`config.mk`:
```
export PLATFORM = sky130hd
export DESIGN_NAME = roi_color_stats_threshold_top
export DESIGN_NICKNAME = d
export VERILOG_FILES = /design/src/design/rcst_pkg.sv /design/src/design/roi_color_stats_threshold_top.sv
export SDC_FILE = /design/constraint.sdc
export NUM_CORES = 2
export LEC_CHECK = 0
export BUFFER_PORTS_ARGS = -buffer_cell sky130_fd_sc_hd__buf_2
export CAP_MARGIN = 20
export CORE_UTILIZATION = 25
export CTS_CLUSTER_SIZE = 40
export DETAILED_ROUTE_END_ITERATION = 7
export HOLD_SLACK_MARGIN = 0.15
export PLACE_DENSITY_LB_ADDON = 0.08
export SYNTH_ARGS = -nofsm -noshare
export SYNTH_HDL_FRONTEND = slang
export SYNTH_SLANG_ARGS = --single-unit
```
`constraint.sdc`:
```
create_clock -name clk -period 20.4 [get_ports clk]
set_input_delay 4.08 -clock clk [delete_from_list [all_inputs] [get_ports clk]]
set_output_delay 4.08 -clock clk [all_outputs]
set_load 0.02 [all_outputs]
```
`src/design/rcst_pkg.sv`:
```
// shared constants and types for the roi color statistics threshold block
package rcst_pkg;
  localparam int ImageWidth  = 640;
  localparam int ImageHeight = 480;
  localparam logic [18:0] CountMax = 19'h7FFFF;
  localparam logic [2:0] RegAx   = 3'd0;
  localparam logic [2:0] RegAy   = 3'd1;
  localparam logic [2:0] RegBx   = 3'd2;
  localparam logic [2:0] RegBy   = 3'd3;
  localparam logic [2:0] RegPrec = 3'd4;
  localparam logic [11:0] HueClamp = 12'd2864;
  localparam logic [11:0] ChanClamp = 12'd4080;
  typedef logic [11:0] thr_t;
endpackage

```
`src/design/roi_color_stats_threshold_top.sv`:
```
// roi color statistics and mean +/- k*sigma threshold block
// usage:
//   s_axis carries one pixel per beat: tdata holds x, y, hue, sat, val,
//   tlast marks the last pixel of a frame. pixels inside the frame and the
//   inclusive window spanned by the two corner registers are accumulated.
//   pixels are accumulated one per cycle, back to back, while the block is idle.
//   on the tlast beat the block drops tready and runs its statistics
//   sequencer: per channel a 43 step shared restoring divider for the mean,
//   an operand capture step for the multiply, a dividend load step that forms
//   the product, 43 divider steps for the variance, 12 square root steps plus
//   a closing step, and a threshold step. the result beat comes up after the
//   third channel is done and tready returns with it. an empty window skips
//   the sequencer and goes straight to the output state with zero thresholds.
//   m_axis then carries one result beat with the six thresholds in tdata
//   and the empty flag in tuser; it holds until taken. a stalled receiver
//   only holds the sequencer at its end; pixel beats keep flowing meanwhile
//   until the next frame is finished.
//   cfg writes registers by index, always ready; write only while idle.
//   reset (rst, synchronous) clears the statistics and the registers,
//   precision goes to 1.0.
module roi_color_stats_threshold_top (
  input  logic        clk,
  input  logic        rst,
  input  logic        s_axis_tvalid,
  output logic        s_axis_tready,
  // pixel_x[9:0], pixel_y[18:10], hue[26:19], sat[34:27], val[42:35]
  input  logic [47:0] s_axis_tdata,
  input  logic        s_axis_tlast,
  output logic        m_axis_tvalid,
  input  logic        m_axis_tready,
  // hue_min, hue_max, sat_min, sat_max, val_min, val_max, 12 bits each
  output logic [71:0] m_axis_tdata,
  // window_empty
  output logic        m_axis_tuser,
  input  logic        cfg_valid,
  output logic        cfg_ready,
  input  logic [2:0]  cfg_index,
  input  logic [9:0]  cfg_data
);
  import rcst_pkg::*;

  localparam logic [2:0] StIdle = 3'd0;
  localparam logic [2:0] StDiv1 = 3'd1;
  localparam logic [2:0] StMul  = 3'd2;
  localparam logic [2:0] StDiv2 = 3'd3;
  localparam logic [2:0] StSqrt = 3'd4;
  localparam logic [2:0] StFin  = 3'd5;
  localparam logic [2:0] StOut  = 3'd6;

  logic [2:0] state;
  logic [9:0] ax, bx;
  logic [8:0] ay, by;
  logic [7:0] prec;
  logic [18:0] cnt;
  logic [26:0] sum [3];
  logic [34:0] sq [3];
  logic [1:0] ch;
  logic [42:0] dreg;
  logic [19:0] rreg;
  logic [5:0] step;
  logic [7:0] mreg;
  logic [18:0] rem;
  logic [23:0] sv, sres, sbit;
  thr_t thr [6];
  logic empty;

  logic [9:0] px, x0, x1;
  logic [8:0] py, y0, y1;
  logic [7:0] pc [3];
  logic in_win, s_acc;
  logic out_load;
  logic [18:0] cnt_next;
  logic [19:0] rs;
  logic ge;
  logic [26:0] csum;
  logic [34:0] csq;
  logic [35:0] prod;
  logic [34:0] qv;
  logic [24:0] sq_try;
  logic [19:0] tt;
  logic [15:0] cc;
  logic [20:0] hi;
  logic [15:0] lo;
  thr_t hi_t, lo_t;

  assign px = s_axis_tdata[9:0];
  assign py = s_axis_tdata[18:10];
  assign pc[0] = s_axis_tdata[26:19];
  assign pc[1] = s_axis_tdata[34:27];
  assign pc[2] = s_axis_tdata[42:35];
  assign x0 = (ax < bx) ? ax : bx;
  assign x1 = (ax < bx) ? bx : ax;
  assign y0 = (ay < by) ? ay : by;
  assign y1 = (ay < by) ? by : ay;
  assign in_win = (px < 10'(ImageWidth)) && (py < 9'(ImageHeight)) &&
                  (px >= x0) && (px <= x1) && (py >= y0) && (py <= y1) &&
                  (cnt < CountMax);
  assign s_axis_tready = (state == StIdle);
  assign s_acc = s_axis_tvalid && s_axis_tready;
  assign out_load = (state == StOut) && (!m_axis_tvalid || m_axis_tready);
  assign cnt_next = in_win ? cnt + 19'd1 : cnt;
  assign cfg_ready = 1'b1;

  assign rs = {rreg[18:0], dreg[42]};
  assign ge = rs >= {1'b0, cnt};
  assign csum = sum[ch];
  assign csq = sq[ch];
  // Q = sumsq - m*(sum + r), r being the remainder of sum/n
  assign prod = 36'(mreg) * (36'(csum) + 36'(rem));
  assign qv = 35'(csq - prod);
  assign sq_try = {1'b0, sres} + {1'b0, sbit};
  assign tt = prec * sres[11:0];
  assign cc = {mreg, 8'd0};
  assign hi = {5'd0, cc} + {1'b0, tt};
  assign lo = 16'({4'd0, cc} - tt);
  assign lo_t = ({4'd0, cc} < tt) ? 12'd0 : lo[15:4];
  assign hi_t = (hi > 21'd65280) ? ((ch == 2'd0) ? HueClamp : ChanClamp) : hi[15:4];

  always_ff @(posedge clk) begin
    if (rst) begin
      state <= StIdle;
      ax <= '0; ay <= '0; bx <= '0; by <= '0;
      prec <= 8'd16;
      cnt <= '0;
      for (int i = 0; i < 3; i++) begin
        sum[i] <= '0;
        sq[i] <= '0;
      end
      m_axis_tvalid <= 1'b0;
      ch <= '0;
    end else begin
      if (out_load) begin
        m_axis_tvalid <= 1'b1;
        m_axis_tdata <= {thr[5], thr[4], thr[3], thr[2], thr[1], thr[0]};
        m_axis_tuser <= empty;
      end else if (m_axis_tready) begin
        m_axis_tvalid <= 1'b0;
      end
      if (cfg_valid) begin
        unique case (cfg_index)
          RegAx: ax <= cfg_data;
          RegAy: ay <= cfg_data[8:0];
          RegBx: bx <= cfg_data;
          RegBy: by <= cfg_data[8:0];
          RegPrec: prec <= cfg_data[7:0];
          default: ;
        endcase
      end
      unique case (state)
        StIdle: begin
          if (s_acc) begin
            if (in_win) begin
              cnt <= cnt_next;
              for (int i = 0; i < 3; i++) begin
                sum[i] <= sum[i] + 27'(pc[i]);
                sq[i] <= sq[i] + 35'(16'(pc[i]) * 16'(pc[i]));
              end
            end
            if (s_axis_tlast) begin
              ch <= '0;
              empty <= (cnt_next == '0);
              dreg <= 43'(sum[0] + (in_win ? 27'(pc[0]) : 27'd0));
              rreg <= '0;
              step <= 6'd43;
              state <= (cnt_next == '0) ? StOut : StDiv1;
              if (cnt_next == '0) begin
                for (int i = 0; i < 6; i++) thr[i] <= '0;
              end
            end
          end
        end
        StDiv1, StDiv2: begin
          if (state == StDiv2 && step == 6'd63) begin
            // product is in place now: load the variance dividend
            dreg <= {qv, 8'd0};
            rreg <= '0;
            step <= 6'd43;
          end else begin
            rreg <= ge ? rs - {1'b0, cnt} : rs;
            dreg <= {dreg[41:0], ge};
            step <= step - 6'd1;
            if (step == 6'd1) begin
              if (state == StDiv1) begin
                state <= StMul;
              end else begin
                state <= StSqrt;
                sv <= {dreg[22:0], ge};
                sres <= '0;
                sbit <= 24'h400000;
              end
            end
          end
        end
        StMul: begin
          mreg <= dreg[7:0];
          rem <= rreg[18:0];
          state <= StDiv2;
          // rem not yet in place: finish the product next cycle
          step <= 6'd63;
        end
        StSqrt: begin
          if (sbit != '0) begin
            if ({1'b0, sv} >= sq_try) begin
              sv <= 24'({1'b0, sv} - sq_try);
              sres <= (sres >> 1) + sbit;
            end else begin
              sres <= sres >> 1;
            end
            sbit <= sbit >> 2;
          end else begin
            state <= StFin;
          end
        end
        StFin: begin
          thr[{ch, 1'b0}] <= lo_t;
          thr[{ch, 1'b1}] <= hi_t;
          if (ch == 2'd2) begin
            state <= StOut;
          end else begin
            ch <= ch + 2'd1;
            dreg <= 43'(sum[ch + 2'd1]);
            rreg <= '0;
            step <= 6'd43;
            state <= StDiv1;
          end
        end
        StOut: begin
          if (out_load) begin
            cnt <= '0;
            for (int i = 0; i < 3; i++) begin
              sum[i] <= '0;
              sq[i] <= '0;
            end
            state <= StIdle;
          end
        end
        default: state <= StIdle;
      endcase
    end
  end
endmodule

```
-- Word level (Yosys, flattened, before mapping)
Memories as Yosys holds them, arrays and structs flattened. A register that Yosys moved wholly into a read port is not among the register bits.
Cells that the tools add are included.
- register bits after elaboration: 240
- bits of input ports: 67
- memories kept: 3
- memory bits (writable): 258
- logic and storage cells: 239
- multiply operators: 5
- $lt $le $gt $ge: 13
- reduce and logical (&&, ||, !) cells: 40
- eq/ne operators: 24
- add/sub/neg operators: 18
- muxes and demuxes: 104
- bitwise operators: 13
- memories (memory ; words ; width ; read ports ; clocked after memory_dff ; write ports ; RTL line ; RTL):
    sq ; 3 ; 35 ; 4 ; 1 ; 3 ; roi_color_stats_threshold_top.sv:56 ; logic [34:0] sq [3];
    sum ; 3 ; 27 ; 5 ; 1 ; 3 ; roi_color_stats_threshold_top.sv:55 ; logic [26:0] sum [3];
    thr ; 6 ; 12 ; 6 ; 6 ; 6 ; roi_color_stats_threshold_top.sv:64 ; thr_t thr [6];
- operators by type and width (cell ; number):
    24-bit two-way mux ; 14
    35-bit two-way mux ; 6
    43-bit two-way mux ; 4
    19-bit two-way mux ; 9
    27-bit two-way mux ; 6
    24-bit one-hot mux with 2 select lines ; 3
    43-bit one-hot mux with 3 select lines ; 1
    35-bit by 16-bit adder with 35-bit output ; 3
    27-bit by 8-bit adder with 27-bit output ; 3
    19-bit one-hot mux with 3 select lines ; 1
    8-bit by 8-bit multiplier with 16-bit output ; 3
    12-bit two-way mux ; 4
    19-bit one-hot mux with 2 select lines ; 1
    8-bit by 28-bit multiplier with 35-bit output ; 1
    35-bit subtractor ; 1
    3-bit two-way mux ; 11
    27-bit by 19-bit adder with 28-bit output ; 1
    27-bit by 8-bit adder with 28-bit output ; 1
    24-bit by 24-bit adder with 25-bit output ; 1
    24-bit by 25-bit >= comparator with 1-bit output ; 1
    23-bit by 24-bit adder with 24-bit output ; 1
    1-bit two-way mux ; 24
    6-bit two-way mux ; 4
    6-bit one-hot mux with 4 select lines ; 1
    other kinds (54) ; 112

-- Logic depth before layout (Yosys ltp)
- depth after elaboration: 17
- depth in mapped cells: 35
- depth with buffers taken out: 31

-- Least setup slack after synthesis
Ideal clock, no wire load.
- path kind: input to register
- start: input port s_axis_tdata[4]
- end: memory sq[0][0], enable pin
- library setup time: 0.553 ns
- cell stages on the path: 11
- path buffers: 3
- slack: 9.546 ns
- data arrival time: 10.301 ns
- data required time: 19.847 ns
- cells stage by stage: ha_1 > nand3_1 > or3_1 > a221o_1 > nor4_4 > and3_1 > buf_6 > buf_4 > nand3_1 > clkbuf_1 > nand2_1
- RTL lines (item ; RTL line ; RTL):
    start, declared ; roi_color_stats_threshold_top.sv:27 ; input logic [47:0] s_axis_tdata,
    end, declared ; roi_color_stats_threshold_top.sv:56 ;

==> impl_metrics.json <==
{
  "outcome": "completed",
  "grt_pass1_wl_um": 255000,
  "synth_common_cells": "inv_1, nand2_1, edfxtp_1",
  "worst_ep_arrival_time_ns": 10.65,
  "grt_pass1_vias": 40000,
  "period_needed_ns": 10.22,
  "ys_ff_latch": 560,
  "crit_required_ns": 20.83,
  "drt_iter0_drc": 2119,
  "yosys_most_used_dff": "edfxtp_1",
  "synth_nets": 6287,
  "vias": 38600,
  "synth.cell_area_um2": 51400,
  "cpPeakStageDelay_ns": 0.71,
  "cp-end-kind": "flop",
  "yosysMostFrequentCell": "inv_1",
  "clock_skew_ns": 0.0524,
  "cts_hold_buf": 0,
  "syn_inst": 5433,
  "cts_num_sinks": 560,
  "rows": 166,
  "antenna_left": 0,
  "grt_max_degree": 71,
  "yosysWarnings": 0,
  "final.period_utilization_pct": 50.1,
  "num-nets-final": 6330,
  "firstDrtPassIters": 5,
  "clk_pin_slew_worst_paths_ns": 0.06,
  "post_cts_resized": 0,
  "io_pins": 143,
  "cts_tree": "done",
  "clockBufferDepth": 3,
  "postCtsSetupRepairBufs": 0,
  "synth.distinct_cells": 84,
  "via_per_inst": 4.69,
  "path_max_fanout": 42,
  "synth.top_cells.by_area": "edfxtp_1, fa_1, ha_1, inv_1, nand2_1",
  "synth_top_area_share_pct": 28.5,
  "yosysSeqAreaShare_pct": 31.3,
  "core_area_um2": 204000,
  "setup_tns_ns": 0,
  "yosysTopAreaCell": "edfxtp_1",
  "die-width_um": 455,
  "crit_path_frequent_cell": "fa_1",
  "path_class": "reg -> reg",
  "critPathLaunchType": "flop",
  "clock.fmax_ghz": 0.0979,
  "synthArstFlopShare_pct": 0,
  "grt_use_total_pct": 16.3,
  "synth_area_per_cell_um2": 9.46,
  "drcViolationCount": 0,
  "die_h_um": 455,
  "htree_num_levels": 3,
  "min-delay-path-class": "reg -> reg",
  "place.gp.congestion": 0.790,
  "antenna_found_initial": 12,
  "tightestPinTransition_ns": 1.12,
  "hpwl_um": 129000,
  "syn_to_final_growth_pct": 12.3,
  "wl_um": 168000,
  "synth_edf_count": 487,
  "hold_violations": 0,
  "max_slew_margin_pct": 24.5,
  "cts-root-buf": "clkbuf_16",
  "finalSetupViolations": 0,
  "rsz0062_at_grt": "no",
  "drive_gt1_share_pct": 7.04,
  "cts_made_buffers": 78,
  "worst_path_max_delay_cell": "buf_4",
  "finalMaxSlewViolations": 0,
  "cap_violations": 0,
  "routedWlPerCell_um": 20.4,
  "die-area_um2": 207000,
  "n_fill_cell": 21700,
  "clkLatencyLatePin_ns": 0.73,
  "portBuffers": 136,
  "grt_overflow": 0,
  "initial_core_util_pct": 25.1
}
## layout make-up
type | count | area [um^2] | share of cell area, %
clock inverter | 48 | 576 | 0.998
antenna | 7 | 17.5 | 0.0304
inverter | 563 | 2110 | 3.66
multi-input combinational | 4078 | 32400 | 56.1
tap | 2688 | 3360 | 5.83
sequential | 560 | 16100 | 27.9
clock buffer | 92 | 2000 | 3.47
timing repair buffer | 195 | 1140 | 1.98
## cells by family (layout without fill, tap and decap cells)
kind of cell / Yosys count / count (layout) / share of synthesized area, %
buffers and inverters: 795 / 898 / 5.85
other: 1 / 8 / 0.00730
AND/OR/NAND/NOR: 1811 / 1811 / 17.1
multiplexers: 141 / 141 / 2.79
adder cells (fa/ha/maj): 787 / 787 / 24.6
XOR/XNOR: 332 / 332 / 5.66
AO/OA/AOI/OAI: 1006 / 1006 / 12.7
flip-flops: 560 / 560 / 31.3
## flip-flops by register name (all words and copies together), names as in the netlist, 8 cells and up, named ones only
register	flops
ax	10
ay	9
bx	10
by	9
cnt	19
dreg	43
m_axis_tdata	72
mreg	8
prec	8
rem	19
rreg	19
sbit	12
sq	105
sres	24
sum	81
sv	24
thr	72
## placed cells by master, fill, tap and decap left out, drive strengths merged, types with 145 or more instances in the layout
master,instances
nand2,524
xnor2,189
a21oi,295
and2,282
buf,195
fa,372
nor2,407
nor3,145
o21ai,222
inv,565
edfxtp,487
ha,415
## worst max-delay path: cells and delay by family, from the launching register on
family	cells	cell delay (ns)
compound gates	12	3.32
mux	1	0.15
flops	1	0.62
fa+ha+maj	7	2.97
simple gates	5	1.21
buf+inv	5	1.07
xor+xnor	2	0.54
## path summary, 6_finish.rpt
path                  start                to  slack, ns  cells after the start
setup reg to reg       flop          dreg[42]      10.18                     32
setup / recovery       flop          dreg[42]      10.18                     32
hold reg to reg   thr[1][4]  m_axis_tdata[16]       0.41                      0
hold / removal    thr[1][4]  m_axis_tdata[16]       0.41                      0
## per-layer routing
metal / GRT usage [%] / wire length (um) / vias to the layer above
li1: - / - / 18900
met1: 21.4 / 77300 / 19000
met2: 27.5 / 79900 / 560
met3: 2.08 / 4870 / 189
met4: 5.34 / 5600 / 6
met5: 0 / 41 / -
## stage by stage
stage / setup WS, ns / hold slack, ns / util (%) / cell area (um^2) / instances
2_1_floorplan: 9.55 / 0.400 / - / 51400 / 5433
3_3_place_gp: 9.50 / 0.402 / 26.9 / 55000 / 8078
3_5_place_dp: 9.55 / 0.406 / 26.9 / 55100 / 8082
4_1_cts: 10.15 / 0.408 / 28.2 / 57600 / 8222
5_1_grt: 9.67 / 0.416 / 28.2 / 57700 / 8228
6_report: 10.18 / 0.408 / 28.2 / 57700 / 8231
Power is left out: the tool's default activity adds up to more than one toggle a clock period on the data nets, which glitch-free logic cannot reach.
